File: src/hdl/tam_pkg.sv
// Shared constants, types and the arctangent table of the tilt and magnitude pipeline.
`timescale 1ns / 1ps

package tam_pkg;

    // Angle format and CORDIC depth
    localparam int ANGLE_FRAC_BITS = 8;
    localparam int CORDIC_STAGES   = 16;

    // Square root units: 64-bit radicand, two result bits per stage
    localparam int RAD_W       = 64;
    localparam int ROOT_W      = 32;
    localparam int REM_W       = 34;
    localparam int SQRT_STAGES = ROOT_W / 2;

    // CORDIC datapath
    localparam int CXY_W = 36;
    localparam int Z_W   = 44;
    localparam int MAG_W = Z_W - 1;

    // Radians to degrees: restoring division by pi, two quotient bits per stage
    localparam int QBITS      = ((ANGLE_FRAC_BITS + 9) / 2) * 2;
    localparam int DIV_STAGES = QBITS / 2;
    localparam int NUM_W      = MAG_W + 8 + ANGLE_FRAC_BITS + 1;
    localparam int ANG_CW     = (QBITS > 17) ? QBITS : 17;

    // Front end: squares, sums, magnitude radicand
    localparam int FRONT_LAT = 3;
    localparam int TILT_LAT  = CORDIC_STAGES + DIV_STAGES + 2;
    localparam int PIPE_LAT  = FRONT_LAT + SQRT_STAGES + TILT_LAT;
    localparam int A_DLY     = FRONT_LAT - 1 + SQRT_STAGES;

    localparam logic [QBITS-1:0] ANG_LIM = QBITS'(90) << ANGLE_FRAC_BITS;

    localparam logic [19:0] MG_SCALE = 20'd1000000;
    localparam logic [11:0] MG_MAX   = 12'd4095;

    localparam logic [63:0] P40 = 64'd1 << 40;

    // atan(2^-i) in Q40 radians, truncated Taylor terms; entry zero by Machin's formula
    localparam logic [63:0] ATAN_TAB [24] = '{
        64'd4 * (P40 / 64'd5
                 - (P40 / 64'd125) / 64'd3
                 + (P40 / 64'd3125) / 64'd5
                 - (P40 / 64'd78125) / 64'd7
                 + (P40 / 64'd1953125) / 64'd9
                 - (P40 / 64'd48828125) / 64'd11
                 + (P40 / 64'd1220703125) / 64'd13
                 - (P40 / 64'd30517578125) / 64'd15
                 + (P40 / 64'd762939453125) / 64'd17)
        - (P40 / 64'd239
           - (P40 / 64'd13651919) / 64'd3
           + (P40 / 64'd779811265199) / 64'd5),
        (64'd1 << 39) - (64'd1 << 37) / 64'd3 + (64'd1 << 35) / 64'd5
        - (64'd1 << 33) / 64'd7 + (64'd1 << 31) / 64'd9 - (64'd1 << 29) / 64'd11
        + (64'd1 << 27) / 64'd13 - (64'd1 << 25) / 64'd15 + (64'd1 << 23) / 64'd17
        - (64'd1 << 21) / 64'd19 + (64'd1 << 19) / 64'd21 - (64'd1 << 17) / 64'd23
        + (64'd1 << 15) / 64'd25 - (64'd1 << 13) / 64'd27 + (64'd1 << 11) / 64'd29
        - (64'd1 << 9) / 64'd31 + (64'd1 << 7) / 64'd33 - (64'd1 << 5) / 64'd35
        + (64'd1 << 3) / 64'd37 - (64'd1 << 1) / 64'd39,
        (64'd1 << 38) - (64'd1 << 34) / 64'd3 + (64'd1 << 30) / 64'd5
        - (64'd1 << 26) / 64'd7 + (64'd1 << 22) / 64'd9 - (64'd1 << 18) / 64'd11
        + (64'd1 << 14) / 64'd13 - (64'd1 << 10) / 64'd15 + (64'd1 << 6) / 64'd17
        - (64'd1 << 2) / 64'd19,
        (64'd1 << 37) - (64'd1 << 31) / 64'd3 + (64'd1 << 25) / 64'd5
        - (64'd1 << 19) / 64'd7 + (64'd1 << 13) / 64'd9 - (64'd1 << 7) / 64'd11
        + (64'd1 << 1) / 64'd13,
        (64'd1 << 36) - (64'd1 << 28) / 64'd3 + (64'd1 << 20) / 64'd5
        - (64'd1 << 12) / 64'd7 + (64'd1 << 4) / 64'd9,
        (64'd1 << 35) - (64'd1 << 25) / 64'd3 + (64'd1 << 15) / 64'd5
        - (64'd1 << 5) / 64'd7,
        (64'd1 << 34) - (64'd1 << 22) / 64'd3 + (64'd1 << 10) / 64'd5,
        (64'd1 << 33) - (64'd1 << 19) / 64'd3 + (64'd1 << 5) / 64'd5,
        (64'd1 << 32) - (64'd1 << 16) / 64'd3 + 64'd1 / 64'd5,
        (64'd1 << 31) - (64'd1 << 13) / 64'd3,
        (64'd1 << 30) - (64'd1 << 10) / 64'd3,
        (64'd1 << 29) - (64'd1 << 7) / 64'd3,
        (64'd1 << 28) - (64'd1 << 4) / 64'd3,
        (64'd1 << 27) - 64'd2 / 64'd3,
        64'd1 << 26, 64'd1 << 25, 64'd1 << 24, 64'd1 << 23, 64'd1 << 22,
        64'd1 << 21, 64'd1 << 20, 64'd1 << 19, 64'd1 << 18, 64'd1 << 17
    };

    localparam logic [63:0] PI_Q40  = 64'd4 * ATAN_TAB[0];
    localparam logic [63:0] PI_HALF = PI_Q40 / 64'd2;

    typedef struct packed {
        logic [RAD_W-1:0]  rad;
        logic [ROOT_W-1:0] root;
        logic [REM_W-1:0]  rem;
    } sqrt_st_t;

    typedef struct packed {
        logic a_neg;
        logic a_zero;
        logic b_zero;
    } tilt_flags_t;

endpackage

File: src/hdl/tam_sqrt.sv
// Pipelined integer square root, two root bits per stage.
`timescale 1ns / 1ps

module tam_sqrt (
    input  logic                        clk,
    input  logic                        en,
    input  logic [tam_pkg::RAD_W-1:0]   rad,
    output logic [tam_pkg::ROOT_W-1:0]  root
);

    tam_pkg::sqrt_st_t st_reg  [tam_pkg::SQRT_STAGES];
    tam_pkg::sqrt_st_t st_next [tam_pkg::SQRT_STAGES];

    function automatic tam_pkg::sqrt_st_t sqrt_pair(input tam_pkg::sqrt_st_t s);
        tam_pkg::sqrt_st_t r;
        logic [tam_pkg::REM_W+1:0] cur;
        logic [tam_pkg::REM_W+1:0] trial;
        r = s;
        for (int k = 0; k < 2; k++)
        begin
            cur   = {r.rem, r.rad[tam_pkg::RAD_W-1 -: 2]};
            trial = (tam_pkg::REM_W + 2)'({r.root, 2'b01});
            if (cur >= trial)
            begin
                cur    = cur - trial;
                r.root = {r.root[tam_pkg::ROOT_W-2:0], 1'b1};
            end
            else
            begin
                r.root = {r.root[tam_pkg::ROOT_W-2:0], 1'b0};
            end
            r.rem = cur[tam_pkg::REM_W-1:0];
            r.rad = {r.rad[tam_pkg::RAD_W-3:0], 2'b00};
        end
        return r;
    endfunction

    for (genvar s = 0; s < tam_pkg::SQRT_STAGES; s++)
    begin : g_stage
        if (s == 0)
        begin : g_first
            always_comb
            begin
                st_next[s] = sqrt_pair('{rad: rad, root: '0, rem: '0});
            end
        end
        else
        begin : g_rest
            always_comb
            begin
                st_next[s] = sqrt_pair(st_reg[s-1]);
            end
        end

        always_ff @(posedge clk)
        begin
            if (en)
            begin
                st_reg[s] <= st_next[s];
            end
        end
    end

    assign root = st_reg[tam_pkg::SQRT_STAGES-1].root;

endmodule

File: config.mk
export PLATFORM = sky130hd
export DESIGN_NAME = tam_sqrt
export DESIGN_NICKNAME = d
export VERILOG_FILES = /design/src/hdl/tam_pkg.sv /design/src/hdl/tam_sqrt.sv
export SDC_FILE = /design/constraint.sdc
export NUM_CORES = 2
export LEC_CHECK = 0
export ABC_AREA = 1
export CORE_ASPECT_RATIO = 0.8
export CORE_UTILIZATION = 50
export CTS_CLUSTER_DIAMETER = 100
export DETAILED_ROUTE_END_ITERATION = 8
export DONT_BUFFER_PORTS = 1
export GPL_TIMING_DRIVEN = 0
export PLACE_DENSITY = 0.72
export SLEW_MARGIN = 20
export SYNTH_ARGS = -nofsm -noshare
export SYNTH_HDL_FRONTEND = slang
export SYNTH_SLANG_ARGS = --single-unit
File: constraint.sdc
create_clock -name clk -period 7.12 [get_ports clk]
set_input_delay 1.068 -clock clk [delete_from_list [all_inputs] [get_ports clk]]
set_output_delay 1.068 -clock clk [all_outputs]
set_load 0.05 [all_outputs]
# After elaboration in Yosys (flattened, before gate mapping)
# Memories as Yosys holds them, arrays and structs flattened.
# Index checks and enable logic that the tools add are counted.
# W data, S select, Z words.
# totals
n_memories	1
output_inout_bits	32
elab_cells	131
register_bits	0
romBits	0
ram_bits	2016
latchBits	0
inputBits	66
# mem_list
name	depth	word_bits	read_ports	rd_clocked_by_memory_dff	write_ports	line	source
st_reg	16	126	16	0	16	tam_sqrt.sv:11	tam_pkg::sqrt_st_t st_reg [tam_pkg::SQRT_STAGES];
# classes
muxes	66
shifts	0
addsub	32
magnitude_cmp	32
mul	0
n_div	0
eq_ne	0
n_reduce_logical	0
bitwise	0
# ops
op	n
$mux W34	32
$ge A36 B34 Y1	30
$sub A34 B34 Y34	30
$ge A36 B3 Y1	1
$mux W1	34
$sub A34 B3 Y34	1
$sub A2 B1 Y3 const B	1
$ge A2 B1 Y1 const B	1

# Depth between registers and ports, before layout
# An unclocked memory read counts as a cell.
# depth
ltp_word	5
ltp_mapped	33
depth_no_buf	32

# Least setup slack after synthesis
# No wires, ideal clock.
# synth_timing
path_kind	register to register
from	mem st_reg[1][519] (netlist bit)
to	mem st_reg[1][646] (netlist bit) (data pin)
arrival_ns	3.935
setup_time_ns	0.253
period_less_slack_ns	4.187
path_stages_with_launch	30
slack_ns	2.933
cell_sequence	edfxtp_1 ha_1 nand2_1 nor2_4 inv_1 nor2_1 nand3_1 nand3_1 nand2_1 nand2_1 buf_6 buf_2 clkinv_1 clkbuf_1 nand2_1 o21ai_0 ha_1 nand2_1 nor2_1 inv_1 o21ai_0 a21oi_1 nand2_1 nand4_1 inv_1 nor2_2 buf_6 buf_6 nand2_1 nand2_1
# synth_lines
item	line
start: declaration	tam_sqrt.sv:11

==> run_summary.xml <==
<?xml version="1.0" encoding="UTF-8"?>
<metrics>
  <group name="clock_tree">
    <metric name="clock_path_buffers" unit="">3</metric>
    <metric name="post_cts.resized_instances" unit="">0</metric>
    <metric name="cts_made_buffers" unit="">133</metric>
    <metric name="h-tree-depth" unit="">4</metric>
    <metric name="clk_latency" unit="ns">0.83</metric>
    <metric name="post_cts_buffers" unit="">0</metric>
    <metric name="cts.hold.buffers_added" unit="">0</metric>
    <metric name="tritoncts_clock_tree" unit="">built</metric>
    <metric name="root_buffer" unit="">clkbuf_16</metric>
    <metric name="clock_edge_transition_at_the_registers_on_the_reported_setup_and_hold_paths" unit="ns">0.06</metric>
    <metric name="clkSinkCount" unit="">1237</metric>
  </group>
  <group name="route">
    <metric name="drt.antenna.violating_nets" unit="">0</metric>
    <metric name="route.detailed.wl_per_inst" unit="um">20.8</metric>
    <metric name="drt_pass1_iterations" unit="">9</metric>
    <metric name="initialDrtViolationCount" unit="">10200</metric>
    <metric name="drt-vias-per-instance" unit="">5.71</metric>
    <metric name="routed_wirelength" unit="um">313000</metric>
    <metric name="drc_errors" unit="">2</metric>
    <metric name="vias" unit="">86100</metric>
  </group>
  <group name="sta">
    <metric name="finalSetupTns" unit="ns">0</metric>
    <metric name="timing.final.hold_violations" unit="">0</metric>
    <metric name="fmaxAchievable" unit="MHz">156</metric>
    <metric name="final.min_clock_period" unit="ns">6.41</metric>
    <metric name="timing_max_transition_violations_final" unit="">0</metric>
    <metric name="period_share" unit="%">90.0</metric>
    <metric name="rsz0062_at_grt" unit="">false</metric>
    <metric name="final_setup_skew" unit="ns">0.0724</metric>
    <metric name="worst-slew-pin-transition" unit="ns">1.11</metric>
    <metric name="max_slew_margin" unit="%">25.2</metric>
    <metric name="setup_viol_count_final" unit="">0</metric>
  </group>
  <group name="floorplan">
    <metric name="floorplan.initialDensity" unit="%">50.5</metric>
    <metric name="die_w" unit="um">486</metric>
    <metric name="io-pin-count" unit="">98</metric>
    <metric name="die_y" unit="um">389</metric>
    <metric name="core_area" unit="um2">185000</metric>
    <metric name="overall_die_area" unit="um2">189000</metric>
    <metric name="row_count" unit="">141</metric>
  </group>
  <group name="critical_path">
    <metric name="worstPathMaxFanout" unit="">10</metric>
    <metric name="critical-path-slowest-cell" unit="">edfxtp_1</metric>
    <metric name="crit_required" unit="ns">7.70</metric>
    <metric name="timing.critical_path.to_type" unit="">flip-flop</metric>
    <metric name="start_kind" unit="">flip-flop</metric>
    <metric name="worstRegToRegCells" unit="">28</metric>
    <metric name="critPathMaxStageDelay" unit="ns">0.64</metric>
    <metric name="worstPathArrival" unit="ns">6.98</metric>
    <metric name="critical_path_class" unit="">reg2reg</metric>
    <metric name="timing.critical_path.mode_cell" unit="">nand2_1</metric>
  </group>
  <group name="synthesis">
    <metric name="synth.top_cells.by_area" unit="">edfxtp_1 40%, nand2_1 14%, ha_1 7.4%, inv_1 6.6%, nor2_1 5.4%</metric>
    <metric name="syn-instance-count" unit="">12400</metric>
    <metric name="async_sr_flop_fraction" unit="%">0</metric>
    <metric name="ys_warn_count" unit="">0</metric>
    <metric name="synth-seq-cells" unit="">1237</metric>
    <metric name="seq_area_frac_synth" unit="%">39.7</metric>
    <metric name="post_synth_num_cell_types" unit="">73</metric>
    <metric name="synth_largest_type_area_fraction" unit="%">39.7</metric>
    <metric name="syn_avg_cell_area" unit="um2">7.55</metric>
    <metric name="post-synth-top-area-cell" unit="">edfxtp_1</metric>
    <metric name="synthMostInstantiatedCell" unit="">nand2_1</metric>
    <metric name="number_of_enable_flip_flop_cells_after_synthesis" unit="">1237</metric>
    <metric name="synth_common_cells" unit="">3459 x nand2_1, 1651 x inv_1, 1334 x nor2_1</metric>
    <metric name="synthFlopType" unit="">edfxtp_1</metric>
    <metric name="synthesis.area" unit="um2">93600</metric>
  </group>
  <group name="hold_path">
    <metric name="hold-path-cell-count" unit="">0</metric>
    <metric name="hold_path_class" unit="">in2reg</metric>
  </group>
  <group name="finish">
    <metric name="largest_register_ff_count" unit="">1237</metric>
    <metric name="nNetsFinal" unit="">13200</metric>
    <metric name="filler_cell_count" unit="">17700</metric>
    <metric name="final_core_utilization" unit="%">54.7</metric>
    <metric name="layout-drive-gt1-share" unit="%">5.62</metric>
    <metric name="flow.area_growth_from_synthesis" unit="%">8.24</metric>
    <metric name="seqCellArea" unit="um2">37100</metric>
    <metric name="multi_input_area" unit="um2">48900</metric>
  </group>
  <group name="global_routing">
    <metric name="global_route.usage.total" unit="%">32.2</metric>
    <metric name="grt_antenna_before_repair" unit="">11</metric>
    <metric name="grt_max_degree" unit="">178</metric>
    <metric name="first_global_vias" unit="">78300</metric>
    <metric name="gr-total-overflow" unit="">0</metric>
    <metric name="grt_first_pass_wirelength" unit="um">466000</metric>
  </group>
  <group name="place">
    <metric name="routability_driven_placement_congestion_ratio" unit="">1.01</metric>
    <metric name="dp.final_hpwl" unit="um">255000</metric>
    <metric name="place.port_buffers" unit="">0</metric>
  </group>
  <group name="power">
    <metric name="cellLeakagePower" unit="nW">44.5</metric>
    <metric name="vdd_ir_drop_max" unit="mV">0.268</metric>
    <metric name="total_power_per_unit_cell_area" unit="nW/um2">365</metric>
  </group>
  <group name="run_status">
    <metric name="outcome" unit="">finished with violations</metric>
    <metric name="failed_checks" unit="">design-rule violations</metric>
  </group>
  <group name="job">
    <metric name="drv_cap" unit="">0</metric>
  </group>
</metrics>
worst max-delay path: cells and delay by family (launching register included):
| kind | cells | cell delay (ns) |
|---|---|---|
| AND/OR/NAND/NOR | 18 | 2.65 |
| adder cells (fa/ha/maj) | 2 | 0.91 |
| flip-flops | 1 | 0.64 |
| buffers and inverters | 7 | 1.75 |
| AO/OA/AOI/OAI | 1 | 0.23 |
cells in the final DEF, fill, tap and decap left out, types with 15 or more instances in the layout:
cell type     n
clkbuf_1     61
xnor2_1     245
nor3_1      205
clkbuf_16   133
nand3b_1     49
buf_2        27
clkinv_2     21
o21ai_1      79
nand4_1     224
ha_1        557
nand3_1     818
inv_2        45
nand2_2      63
a31oi_1      54
nand2_1    3459
nor2_1     1334
a21oi_2      36
xor2_1      263
clkinv_1     25
o211ai_1     16
nor4_1       30
nor2_2       78
or2_2        30
o21bai_1     68
inv_1      1651
a211oi_1     15
o21a_1       50
a21oi_1     725
a21o_1       55
o21ai_2      31
edfxtp_1   1237
nand3_2      27
buf_6        31
buf_4        57
o21ai_0     612
nor2_4       23
through the flow:
| stage | setup WS (ns) | hold WS [ns] | power (mW) | area, um2 | cells |
|---|---|---|---|---|---|
| 6_report | 0.711 | 0.334 | 36.9 | 101000 | 15100 |
| 2_1_floorplan | 2.93 | 0.400 | 23.4 | 93600 | 12400 |
| 3_3_place_gp | 0.810 | 0.400 | 29.1 | 96600 | 14800 |
| 3_5_place_dp | 0.928 | 0.405 | 29.3 | 96800 | 14800 |
| 5_1_grt | 0.417 | 0.289 | 39.4 | 101000 | 15100 |
| 4_1_cts | 0.905 | 0.280 | 36.5 | 101000 | 15100 |
final timing paths:
path,startpoint,end,slack [ns]
setup / recovery,st_reg[1][559],st_reg[1][657],0.71
hold reg to reg,st_reg[0][601],st_reg[0][731],0.40
hold / removal,rad[20],st_reg[0][86],0.33
setup reg to reg,st_reg[1][559],st_reg[1][657],0.71
metal layers:
metal  vias to the layer above  share of wire [%]  global-route usage [%]
li1                      41500                  -                       -
met1                     40300                 48                    49.8
met2                      3880                 40                    45.5
met3                       426                9.9                    6.43
met4                         8                2.2                    7.12
met5                         -              0.017                       0
kinds of logic after synthesis:
| logic type | after synthesis | synth area share [%] |
|---|---|---|
| other | 1 | 0.00401 |
| and+or+nand+nor | 6420 | 29.3 |
| buffers and inverters | 1869 | 8.07 |
| DFF | 1237 | 39.7 |
| adders and majority gates | 557 | 7.45 |
| AOI/OAI and AO/OA | 1800 | 10.7 |
| muxes | 1 | 0.0120 |
| xor gates and xnor gates | 508 | 4.76 |
power breakdown:
part           internal (mW)  switching [mW]  leakage [nW]  total (mW)
combinational           5.88            13.3          30.5        19.2
clock                   3.84            3.19          2.13        7.03
sequential              9.71            1.04          11.9        10.7
total                   19.4            17.5          44.5        36.9
layout make-up:
class,instances,share of cell area (%)
timing repair buffer,7,0.190
buffer,165,1.13
clock buffer,154,3.36
tap,2431,3.00
inverter,1704,6.32
antenna,2,0.00494
clock inverter,88,1.04
multi-input combinational,9288,48.3
sequential,1237,36.7
No activity file was read; power rests on OpenSTA's default activity.
